$ cat config.mk
export PLATFORM = sky130hd
export DESIGN_NAME = sha256_stream_hasher
export DESIGN_NICKNAME = d
export VERILOG_FILES = /design/src/rtl/sha_pkg.sv /design/src/rtl/sha_datapath.sv /design/src/rtl/sha_ctrl.sv /design/src/rtl/sha256_stream_hasher.sv
export SDC_FILE = /design/constraint.sdc
export NUM_CORES = 2
export LEC_CHECK = 0
export ABC_CLOCK_PERIOD_IN_PS = 19020
export BUFFER_PORTS_ARGS = -buffer_cell sky130_fd_sc_hd__buf_4
export CORE_ASPECT_RATIO = 1.2
export CORE_MARGIN = 8
export CORE_UTILIZATION = 50
export CTS_BUF_LIST = sky130_fd_sc_hd__clkbuf_4 sky130_fd_sc_hd__clkbuf_8 sky130_fd_sc_hd__clkbuf_16
export DETAILED_ROUTE_END_ITERATION = 6
export PLACE_DENSITY = 0.65
export SLEW_MARGIN = 25
export SYNTH_ARGS = -nofsm -noshare
export SYNTH_HDL_FRONTEND = slang
export SYNTH_SLANG_ARGS = --single-unit
$ cat constraint.sdc
create_clock -name clk -period 19.02 [get_ports clk]
set_input_delay 4.755 -clock clk [delete_from_list [all_inputs] [get_ports clk]]
set_output_delay 4.755 -clock clk [all_outputs]
set_load 0.01 [all_outputs]
$ cat src/rtl/sha_pkg.sv
// Package for the SHA-256 stream hasher: controller states, command/status structs,
// round constants, initial hash values and the SHA-256 helper functions. No dependencies.
package sha_pkg;

  typedef enum logic [2:0] {
    ST_LOAD,
    ST_ROUND,
    ST_FOLD,
    ST_PAD,
    ST_LEN,
    ST_EMIT
  } ctrl_state_t;

  typedef struct packed {
    logic       init_msg;    // restore initial hash, clear length and position
    logic       put_byte;    // write put_val at the current byte position
    logic [7:0] put_val;
    logic       add_len;     // add eight to the bit length
    logic       start_comp;  // copy the hash into the working variables
    logic       do_round;    // run one compression round
    logic       fold;        // add the working variables into the hash
  } dp_cmd_t;

  typedef struct packed {
    logic       block_full;  // byte position wrapped to zero after the last write
    logic [5:0] byte_pos;
    logic       last_round;
    logic [63:0] bit_len;
  } dp_status_t;

  localparam logic [5:0] LEN_POS = 6'd56;
  localparam logic [7:0] PAD_BYTE = 8'h80;
  localparam int unsigned ROUNDS = 64;

  localparam logic [31:0] INIT_HASH [8] = '{
    32'h6a09e667, 32'hbb67ae85, 32'h3c6ef372, 32'ha54ff53a,
    32'h510e527f, 32'h9b05688c, 32'h1f83d9ab, 32'h5be0cd19
  };

  localparam logic [31:0] ROUND_K [64] = '{
    32'h428a2f98, 32'h71374491, 32'hb5c0fbcf, 32'he9b5dba5, 32'h3956c25b, 32'h59f111f1,
    32'h923f82a4, 32'hab1c5ed5, 32'hd807aa98, 32'h12835b01, 32'h243185be, 32'h550c7dc3,
    32'h72be5d74, 32'h80deb1fe, 32'h9bdc06a7, 32'hc19bf174, 32'he49b69c1, 32'hefbe4786,
    32'h0fc19dc6, 32'h240ca1cc, 32'h2de92c6f, 32'h4a7484aa, 32'h5cb0a9dc, 32'h76f988da,
    32'h983e5152, 32'ha831c66d, 32'hb00327c8, 32'hbf597fc7, 32'hc6e00bf3, 32'hd5a79147,
    32'h06ca6351, 32'h14292967, 32'h27b70a85, 32'h2e1b2138, 32'h4d2c6dfc, 32'h53380d13,
    32'h650a7354, 32'h766a0abb, 32'h81c2c92e, 32'h92722c85, 32'ha2bfe8a1, 32'ha81a664b,
    32'hc24b8b70, 32'hc76c51a3, 32'hd192e819, 32'hd6990624, 32'hf40e3585, 32'h106aa070,
    32'h19a4c116, 32'h1e376c08, 32'h2748774c, 32'h34b0bcb5, 32'h391c0cb3, 32'h4ed8aa4a,
    32'h5b9cca4f, 32'h682e6ff3, 32'h748f82ee, 32'h78a5636f, 32'h84c87814, 32'h8cc70208,
    32'h90befffa, 32'ha4506ceb, 32'hbef9a3f7, 32'hc67178f2
  };

  function automatic logic [31:0] rotr(input logic [31:0] v, input int unsigned s);
    rotr = (v >> s) | (v << (32 - s));
  endfunction

  function automatic logic [31:0] big_s0(input logic [31:0] v);
    big_s0 = rotr(v, 2) ^ rotr(v, 13) ^ rotr(v, 22);
  endfunction

  function automatic logic [31:0] big_s1(input logic [31:0] v);
    big_s1 = rotr(v, 6) ^ rotr(v, 11) ^ rotr(v, 25);
  endfunction

  function automatic logic [31:0] small_s0(input logic [31:0] v);
    small_s0 = rotr(v, 7) ^ rotr(v, 18) ^ (v >> 3);
  endfunction

  function automatic logic [31:0] small_s1(input logic [31:0] v);
    small_s1 = rotr(v, 17) ^ rotr(v, 19) ^ (v >> 10);
  endfunction

endpackage

$ cat src/rtl/sha_datapath.sv
// Datapath of the SHA-256 stream hasher: hash, working variables, schedule window,
// bit length and byte position. Depends on sha_pkg.
module sha_datapath (
  input  logic                clk,
  input  logic                rst_n,
  input  sha_pkg::dp_cmd_t    cmd,
  output sha_pkg::dp_status_t status,
  output logic [31:0]         hash_word [8]
);
  import sha_pkg::*;

  logic [31:0] hash_r [8];
  logic [31:0] wv_r   [8];
  logic [31:0] sched_r [16];
  logic [63:0] bit_len_r;
  logic [5:0]  pos_r;
  logic [6:0]  round_r;
  logic        full_r;

  logic [3:0]  t;
  logic [31:0] wt, t1, t2, w_new;

  always_comb begin
    t     = round_r[3:0];
    w_new = small_s1(sched_r[t + 4'd14]) + sched_r[t + 4'd9]
          + small_s0(sched_r[t + 4'd1]) + sched_r[t];
    wt    = (round_r >= 7'd16) ? w_new : sched_r[t];
    t1    = wv_r[7] + big_s1(wv_r[4]) + ((wv_r[4] & wv_r[5]) ^ (~wv_r[4] & wv_r[6]))
          + ROUND_K[round_r[5:0]] + wt;
    t2    = big_s0(wv_r[0]) + ((wv_r[0] & wv_r[1]) ^ (wv_r[0] & wv_r[2]) ^ (wv_r[1] & wv_r[2]));
  end

  always_ff @(posedge clk) begin
    if (!rst_n || cmd.init_msg) begin
      for (int i = 0; i < 8; i++) hash_r[i] <= INIT_HASH[i];
      bit_len_r <= '0;
      pos_r     <= '0;
      full_r    <= 1'b0;
      round_r   <= '0;
    end else begin
      full_r <= 1'b0;
      if (cmd.add_len) bit_len_r <= bit_len_r + 64'd8;
      if (cmd.put_byte) begin
        pos_r  <= pos_r + 6'd1;
        full_r <= (pos_r == 6'd63);
      end
      if (cmd.start_comp) round_r <= '0;
      else if (cmd.do_round) round_r <= round_r + 7'd1;
      if (cmd.fold)
        for (int i = 0; i < 8; i++) hash_r[i] <= hash_r[i] + wv_r[i];
    end
  end

  // Payload registers: no reset.
  always_ff @(posedge clk) begin
    if (cmd.put_byte) begin
      unique case (pos_r[1:0])
        2'd0: sched_r[pos_r[5:2]] <= {cmd.put_val, 24'd0};
        2'd1: sched_r[pos_r[5:2]][23:16] <= cmd.put_val;
        2'd2: sched_r[pos_r[5:2]][15:8]  <= cmd.put_val;
        default: sched_r[pos_r[5:2]][7:0] <= cmd.put_val;
      endcase
    end
    if (cmd.start_comp) begin
      for (int i = 0; i < 8; i++) wv_r[i] <= hash_r[i];
    end else if (cmd.do_round) begin
      sched_r[t] <= wt;
      wv_r[7] <= wv_r[6];
      wv_r[6] <= wv_r[5];
      wv_r[5] <= wv_r[4];
      wv_r[4] <= wv_r[3] + t1;
      wv_r[3] <= wv_r[2];
      wv_r[2] <= wv_r[1];
      wv_r[1] <= wv_r[0];
      wv_r[0] <= t1 + t2;
    end
  end

  assign status.block_full = full_r;
  assign status.byte_pos   = pos_r;
  assign status.last_round = (round_r == 7'(ROUNDS - 1));
  assign status.bit_len    = bit_len_r;
  assign hash_word         = hash_r;

endmodule

$ cat src/rtl/sha_ctrl.sv
// Controller of the SHA-256 stream hasher: sequences loading, rounds, padding,
// length and digest output. Depends on sha_pkg.
module sha_ctrl (
  input  logic                clk,
  input  logic                rst_n,
  input  logic                in_valid,
  output logic                in_stall,
  input  logic [7:0]          in_data_byte,
  input  logic                in_has_byte,
  input  logic                in_end_of_message,
  output logic                out_valid,
  input  logic                out_stall,
  output logic [2:0]          out_word_index,
  output logic                out_last_word,
  input  sha_pkg::dp_status_t status,
  output sha_pkg::dp_cmd_t    cmd
);
  import sha_pkg::*;

  ctrl_state_t state_r, state_nxt;
  ctrl_state_t ret_r, ret_nxt;     // where to go after a compression
  logic        end_r, end_nxt;     // message end seen; padding still due
  logic [63:0] len_r, len_nxt;     // length captured at the end
  logic [2:0]  idx_r, idx_nxt;     // length byte or output word counter

  always_ff @(posedge clk) begin
    if (!rst_n) begin
      state_r <= ST_LOAD;
      ret_r   <= ST_LOAD;
      end_r   <= 1'b0;
      idx_r   <= '0;
    end else begin
      state_r <= state_nxt;
      ret_r   <= ret_nxt;
      end_r   <= end_nxt;
      idx_r   <= idx_nxt;
    end
  end

  always_ff @(posedge clk) len_r <= len_nxt;

  always_comb begin
    state_nxt = state_r;
    ret_nxt   = ret_r;
    end_nxt   = end_r;
    len_nxt   = len_r;
    idx_nxt   = idx_r;
    cmd       = '0;
    in_stall  = 1'b1;
    out_valid = 1'b0;
    unique case (state_r)
      ST_LOAD: begin
        in_stall = status.block_full;
        if (status.block_full) begin
          cmd.start_comp = 1'b1;
          ret_nxt        = ST_LOAD;
          state_nxt      = ST_ROUND;
        end else if (in_valid) begin
          cmd.put_byte = in_has_byte;
          cmd.put_val  = in_data_byte;
          cmd.add_len  = in_has_byte;
          if (in_end_of_message) begin
            len_nxt   = status.bit_len + (in_has_byte ? 64'd8 : 64'd0);
            state_nxt = ST_PAD;
            end_nxt   = 1'b1;
          end
        end
      end
      ST_PAD: begin
        if (status.block_full) begin
          cmd.start_comp = 1'b1;
          ret_nxt        = ST_PAD;
          state_nxt      = ST_ROUND;
        end else begin
          cmd.put_byte = 1'b1;
          cmd.put_val  = end_r ? PAD_BYTE : 8'h00;
          end_nxt      = 1'b0;
          if (status.byte_pos == LEN_POS - 6'd1) begin
            state_nxt = ST_LEN;
            idx_nxt   = '0;
          end
        end
      end
      ST_LEN: begin
        cmd.put_byte = 1'b1;
        cmd.put_val  = len_r[8*(7 - idx_r) +: 8];
        idx_nxt      = idx_r + 3'd1;
        if (idx_r == 3'd7) state_nxt = ST_LEN;
        if (status.block_full) begin
          cmd.put_byte   = 1'b0;
          cmd.start_comp = 1'b1;
          ret_nxt        = ST_EMIT;
          idx_nxt        = '0;
          state_nxt      = ST_ROUND;
        end
      end
      ST_ROUND: begin
        cmd.do_round = 1'b1;
        if (status.last_round) state_nxt = ST_FOLD;
      end
      ST_FOLD: begin
        cmd.fold  = 1'b1;
        state_nxt = ret_r;
      end
      ST_EMIT: begin
        out_valid = 1'b1;
        if (!out_stall) begin
          idx_nxt = idx_r + 3'd1;
          if (idx_r == 3'd7) begin
            cmd.init_msg = 1'b1;
            state_nxt    = ST_LOAD;
          end
        end
      end
      default: state_nxt = ST_LOAD;
    endcase
  end

  assign out_word_index = idx_r;
  assign out_last_word  = (idx_r == 3'd7);

endmodule

$ cat src/rtl/sha256_stream_hasher.sv
// Top level of the SHA-256 stream hasher: joins controller and datapath.
// Depends on sha_pkg, sha_ctrl and sha_datapath.
//
//   Channel | Direction | Payload                                   | Handshake
//   in_     | input     | data_byte[8], has_byte, end_of_message    | in_valid / in_stall
//   out_    | output    | digest_word[32], word_index[3], last_word | out_valid / out_stall
//
// A request is taken while the block is loading; each full 64-byte block is then compressed
// in the shared round unit: a setup step copies the hash, the 64 rounds run, and a fold adds
// the result into the hash. Ending a message adds padding at one byte per cycle except while
// a full block is compressed, one or two more compressions and eight output words. Reset
// (synchronous, active low) loads the initial hash and clears length and position. Input is
// stalled during rounds, padding and output; a stalled output word holds until taken.
module sha256_stream_hasher (
  input  logic        clk,
  input  logic        rst_n,
  input  logic        in_valid,
  output logic        in_stall,
  input  logic [7:0]  in_data_byte,
  input  logic        in_has_byte,
  input  logic        in_end_of_message,
  output logic        out_valid,
  input  logic        out_stall,
  output logic [31:0] out_digest_word,
  output logic [2:0]  out_word_index,
  output logic        out_last_word
);
  import sha_pkg::*;

  dp_cmd_t     cmd;
  dp_status_t  status;
  logic [31:0] hash_word [8];

  sha_ctrl u_ctrl (
    .clk, .rst_n, .in_valid, .in_stall, .in_data_byte, .in_has_byte, .in_end_of_message,
    .out_valid, .out_stall, .out_word_index, .out_last_word, .status, .cmd
  );

  sha_datapath u_dp (.clk, .rst_n, .cmd, .status, .hash_word);

  // Output word is read straight from the stable hash register.
  assign out_digest_word = hash_word[out_word_index];

endmodule

== Yosys cells after proc, flatten, opt, wreduce, memory -nomap -nowiden ==
Memories as Yosys holds them, arrays and structs flattened. A register that Yosys moved wholly into a read port is not among the register bits.
Cells that the tools add are included.

* Add/sub/neg operators: 27
* Reductions and logical operators: 17
* Bitwise gates (word level): 42
* Mux-type cells: 81
* Shift-type cells: 1
* $lt $le $gt $ge: 3
* Equality and inequality tests: 26

{| class="wikitable"
|+ Operators by type and width
! kind !! number
|-
| 32-bit adder || 18
|-
| 32-bit 2-to-1 mux || 14
|-
| 32-bit XOR || 9
|-
| 32-bit AND || 5
|-
| 32-bit binary-select mux with 3-bit select || 1
|-
| 64-bit by 4-bit adder with 64-bit output (second input constant) || 1
|-
| 64-bit adder || 1
|-
| 64-bit by 33-bit indexed part select with 8-bit output || 1
|-
| 3-bit 2-to-1 mux || 17
|-
| 1-bit 2-to-1 mux || 32
|-
| 8-bit 2-to-1 mux || 4
|-
| 32-bit inverter || 1
|-
| 10-bit by 32-bit bitwise OR with 32-bit output || 1
|-
| 13-bit by 32-bit bitwise OR with 32-bit output || 1
|-
| 14-bit by 32-bit bitwise OR with 32-bit output || 1
|-
| 15-bit by 32-bit bitwise OR with 32-bit output || 1
|-
| 19-bit by 32-bit bitwise OR with 32-bit output || 1
|-
| 21-bit by 32-bit bitwise OR with 32-bit output || 1
|-
| 25-bit by 32-bit bitwise OR with 32-bit output || 1
|-
| 26-bit by 32-bit bitwise OR with 32-bit output || 1
|-
| 30-bit by 32-bit bitwise OR with 32-bit output || 1
|-
| 7-bit by 32-bit bitwise OR with 32-bit output || 1
|-
| 32-bit OR reduction || 1
|-
| 32-bit by 22-bit XOR with 32-bit output || 1
|-
| 43 further kinds || 81
|}

* Bits of input ports: 14
* Memories: 3
* Flip-flop bits (word level): 408
* Logic and storage cells: 217
* ROM bits: 2048
* Output and inout port bits: 38
* Bits in writable memories: 768

{| class="wikitable"
|+ Memories
! name !! words !! bits a word !! rd ports !! clocked after memory_dff !! wr ports !! RTL line !! text
|-
| (name not given) || 64 || 32 || 1 || 0 || 0 || sha_datapath.sv:29 || <nowiki>+ ROUND_K[round_r[5:0]] + wt;</nowiki>
|-
| u_dp.sched_r || 16 || 32 || 4 || 1 || 1 || sha_datapath.sv:14 || <nowiki>logic [31:0] sched_r [16];</nowiki>
|-
| u_dp.wv_r || 8 || 32 || 8 || 0 || 8 || sha_datapath.sv:13 || <nowiki>logic [31:0] wv_r [8];</nowiki>
|}

== Logic depth before layout (Yosys ltp) ==
An unclocked memory read counts as a cell.

* Depth in word-level cells: 12
* Depth in mapped cells: 57

== By module ==
From an unflattened synthesis, not the netlist that was laid out.

* Cells, all modules: 9106
* Area total of the unflattened synthesis: 90312.9 um^2

{| class="wikitable"
|+ By module, submodules not included
! module !! area each (um^2) !! seq. area each (um^2) !! instances !! cells each
|-
| sha_datapath || 83740.3 || 29768.6 || 1 || 8599
|-
| sha_ctrl || 4499.3 || 2122.0 || 1 || 393
|-
| sha256_stream_hasher || 2073.2 || 0.0 || 1 || 114
|}

== Least setup slack after synthesis ==
OpenSTA, ideal clock, no wires.

* Path type: register to register
* From: reg u_dp.round_r[1]
* To: mem u_dp.wv_r[0][30] (data pin)
* Stages on the path, launching flop included: 56
* Data required time: 18.758 ns
* Period minus slack after synthesis: 13.307 ns
* Slack: 5.713 ns
* Arrival time: 13.045 ns
* Cell sequence: dfxtp_1 -> clkbuf_1 -> buf_2 -> buf_1 -> buf_1 -> clkbuf_1 -> inv_1 -> clkbuf_1 -> ha_1 -> buf_6 -> buf_6 -> buf_1 -> clkbuf_1 -> mux4_2 -> mux4_2 -> xor2_1 -> xnor2_1 -> fa_1 -> (+20 left out) -> nand2b_1 -> xor2_1 -> inv_1 -> fa_1 -> inv_1 -> ha_1 -> a21o_1 -> a21o_1 -> a21o_1 -> a21o_1 -> a21oi_1 -> o21ai_0 -> and4_1 -> o31a_1 -> or4_1 -> a31oi_1 -> xor2_1 -> o21ai_1

{| class="wikitable"
|+ RTL lines
! item !! RTL line !! text
|-
| start, declared || sha_datapath.sv:17 || <nowiki>logic [6:0] round_r;</nowiki>
|-
| start signal, assigned || sha_datapath.sv:48 || <nowiki>else if (cmd.do_round) round_r <= round_r + 7'd1;</nowiki>
|-
| end, declared || sha_datapath.sv:13 ||
|}

==> metrics.csv <==
stage,metric,value,unit
yosys,syn-num-nets,8519,
yosys,syn_area_per_cell,10.7,µm²
sta,clock_skew,0.0341,ns
critical_path,worstPathRequired,19.53,ns
route,route.met2.wl,138000,µm
yosys,ys_warn_count,0,
final_layout,seqCellArea,31800,µm²
sta,rsz0062_at_grt,no,
clock_tree,clk_latency,0.82,ns
final_layout,final_cell_mix,"nand2_1, edfxtp_1, mux4_2",
global_routing,track_usage,30.5,%
floorplan,io_pins,52,
clock_tree,ctsResizeCount,0,
status,status,"complete, but fails checks",
clock_tree,htreeDepth,4,
worst_hold_path,hp-class,reg2reg,
clock_tree,hold_buffers,0,
sta,hold_viol,0,
route,routed_wl,286000,µm
flow_run,maxCapViolCount,0,
status,violations,DRC,
final_layout,fill_cells,14306,
critical_path,crit_path_max_fanout,87,
global_routing,grt_start_max_net_pins,214,
final_layout,areaGrowthSynthToFinish,8.64,%
sta,finalCritPeriodShare,72.1,%
critical_path,critPathLaunchType,flop,
sta,setup_violations,0,
critical_path,end_kind,flop,
yosys,yosys_most_used_dff,edfxtp_1,
clock_tree,clock_sinks,1174,
clock_tree,max-clock-path-buffers,3,
sta,fmax,72.9,MHz
sta,worst_pin_slew,1.15,ns
global_routing,grt_pass1_vias,64424,
sta,fin_setup_tns,0,ns
clock_tree,cts_tree,built,
clock_tree,clkSlewWorstSetupHoldPaths,0.06,ns
floorplan,core,168000,µm²
floorplan,initial_utilization,50.2,%
critical_path,slowest_stage,a221oi_1,
sta,drv_slew,0,
global_routing,antenna_found_initial,3,
global_routing,grt-ovfl-total,0,
sta,layout_min_cycle_time,13.72,ns
route,drtPass1Iterations,7,
critical_path,crit_type,reg2reg,
final_layout,multiInputGateArea,49600,µm²
floorplan,placementRows,165,
critical_path,critPathMostFrequentCell,a21o_1,
route,postRouteAntennaNets,0,
floorplan,die_width,391,µm
placement,place_congestion,0.993,
final_layout,layout.nets,8391,
yosys,synth.cell_area,84500,µm²
critical_path,cp_data_arrival_time,14.23,ns
clock_tree,cts_root_buf,clkbuf_16,
yosys,synth_seq_cells,1174,
route,drt_iter0_drc,7252,
route,top_layer_used,met4,
clock_tree,post-cts-setup-buffers,0,
placement,hpwl,209000,µm
yosys,syn_inst,7910,
yosys,synth-edff-count,829,
final_layout,final_util,54.6,%
global_routing,grt_pass1_wl,420000,µm
route,num_vias,65942,
yosys,seq_area_frac_synth,37.6,%
clock_tree,tritoncts.num_buffers,133,
placement,dp.cells,9900,
route,dr_wl_met3,25100,µm
final_layout,fin_cells,10147,
yosys,yosysUniqueCellTypes,96,
final_layout,final_common_cell,nand2_1,
floorplan,die_h,466,µm
placement,io_buffers,51,
route,wirelength_met1,103000,µm
floorplan,dieArea,183000,µm²
final_layout,drive_gt1_share,14.4,%
route,via_per_inst,6.50,
route,avgRoutedWirePerCell,28.2,µm
route,drc,7,
critical_path,max_stage_delay,0.88,ns
yosys,synthArstFlopShare,0,%
sta,slew_headroom,23.0,%
[path summary, 6_finish.rpt]
| kind | slack [ns] | from | cells after the start | end |
|---|---|---|---|---|
| worst min register to register | 0.49 | u_dp.hash_word[160]$_SDFFE_PP0N_ | 2 | u_dp.hash_word[160]$_SDFFE_PP0N_ |
| worst max register to register | 5.30 | u_dp.round_r[0]$_SDFFE_PP0P_ | 44 | u_dp.wv_r[0][31]$_DFFE_PP_ |
| worst max-delay path | 5.30 | u_dp.round_r[0]$_SDFFE_PP0P_ | 44 | u_dp.wv_r[0][31]$_DFFE_PP_ |
| worst min-delay path | 0.49 | u_dp.hash_word[160]$_SDFFE_PP0N_ | 2 | u_dp.hash_word[160]$_SDFFE_PP0N_ |
[sequential cells by signal (all words and copies together) (netlist names), named ones only]
register,cells
u_dp.sched_r,512
u_dp.hash_word,256
u_dp.wv_r,256
u_ctrl.len_r,61
u_dp.bit_len_r,61
u_dp.round_r,7
u_dp.pos_r,6
u_ctrl.out_word_index,3
u_ctrl.ret_r,3
u_ctrl.state_r,3
u_ctrl.end_r,1
u_dp.full_r,1
[cells in the mapped netlist (40+ instances only)]
cell | number | area [µm²]
nor3_1 | 85 | 425
mux4_2 | 578 | 13000
inv_1 | 379 | 1420
o21bai_1 | 45 | 338
buf_1 | 64 | 240
mux2i_1 | 65 | 651
o21ai_1 | 61 | 305
o21ai_0 | 347 | 1740
dfxtp_1 | 345 | 6910
a21o_1 | 200 | 1500
or3_1 | 41 | 257
a21oi_1 | 482 | 2410
nor2b_1 | 62 | 388
clkbuf_1 | 358 | 1340
nand2b_1 | 66 | 413
ha_1 | 400 | 5000
nor2_1 | 446 | 1670
xor2_1 | 251 | 2200
edfxtp_1 | 829 | 24900
o211ai_1 | 118 | 886
o21a_1 | 44 | 330
a211oi_1 | 62 | 465
nand4_1 | 41 | 257
fa_1 | 195 | 3900
xnor2_1 | 418 | 3660
mux2_2 | 40 | 450
and3_1 | 42 | 263
nand3_1 | 115 | 576
a31oi_1 | 40 | 250
nand2_1 | 1271 | 4770
[cell families (layout without fill, tap and decap cells)]
kind of cell / count (synthesis) / after routing / share of synthesized area, %
buffers and inverters: 836 / 816 / 3.89
adder cells (fa/ha/maj): 614 / 614 / 10.8
flip-flops: 1174 / 1174 / 37.6
multiplexers: 691 / 691 / 16.9
XOR/XNOR: 671 / 671 / 6.99
other: 0 / 3 / 0
AND/OR/NAND/NOR: 2277 / 2277 / 11.6
AO/OA/AOI/OAI: 1647 / 1647 / 12.2
[final cells by class]
type                    instances  area share (%)
clock inverters                66           0.881
multi-input cells            5900            54.1
flip-flops and latches       1174            34.7
clock buffers                 177            4.07
inverters                     381            1.56
well taps                    2254            3.07
repair buffers                192            1.70
diodes                          3         0.00817
[metal layers]
metal  up-vias  GRT usage [%]
met5         -              0
met3       839           5.48
met4         0           18.3
met2      3661           50.9
li1      28813              -
met1     32629           36.9
[per-stage QoR]
step / setup slack [ns] / cell area, µm² / hold WS [ns]
2_1_floorplan: 5.71 / 84500 / 0.454
3_3_place_gp: 5.26 / 87100 / 0.473
5_1_grt: 4.54 / 91800 / 0.513
3_5_place_dp: 5.23 / 87200 / 0.483
6_report: 5.30 / 91800 / 0.489
4_1_cts: 5.19 / 91800 / 0.492
[critical path, delay by kind of cell, from the launching register on]
family                   cells  cell delay [ns]
AO/OA/AOI/OAI               24             5.36
XOR/XNOR                     4             0.98
adder cells (fa/ha/maj)      8             3.36
buffers and inverters        2             1.29
flip-flops                   1             0.81
multiplexers                 1             0.60
AND/OR/NAND/NOR              5             0.83
Power is left out: the tool's default activity adds up to more than one toggle a clock period on the data nets, which glitch-free logic cannot reach.
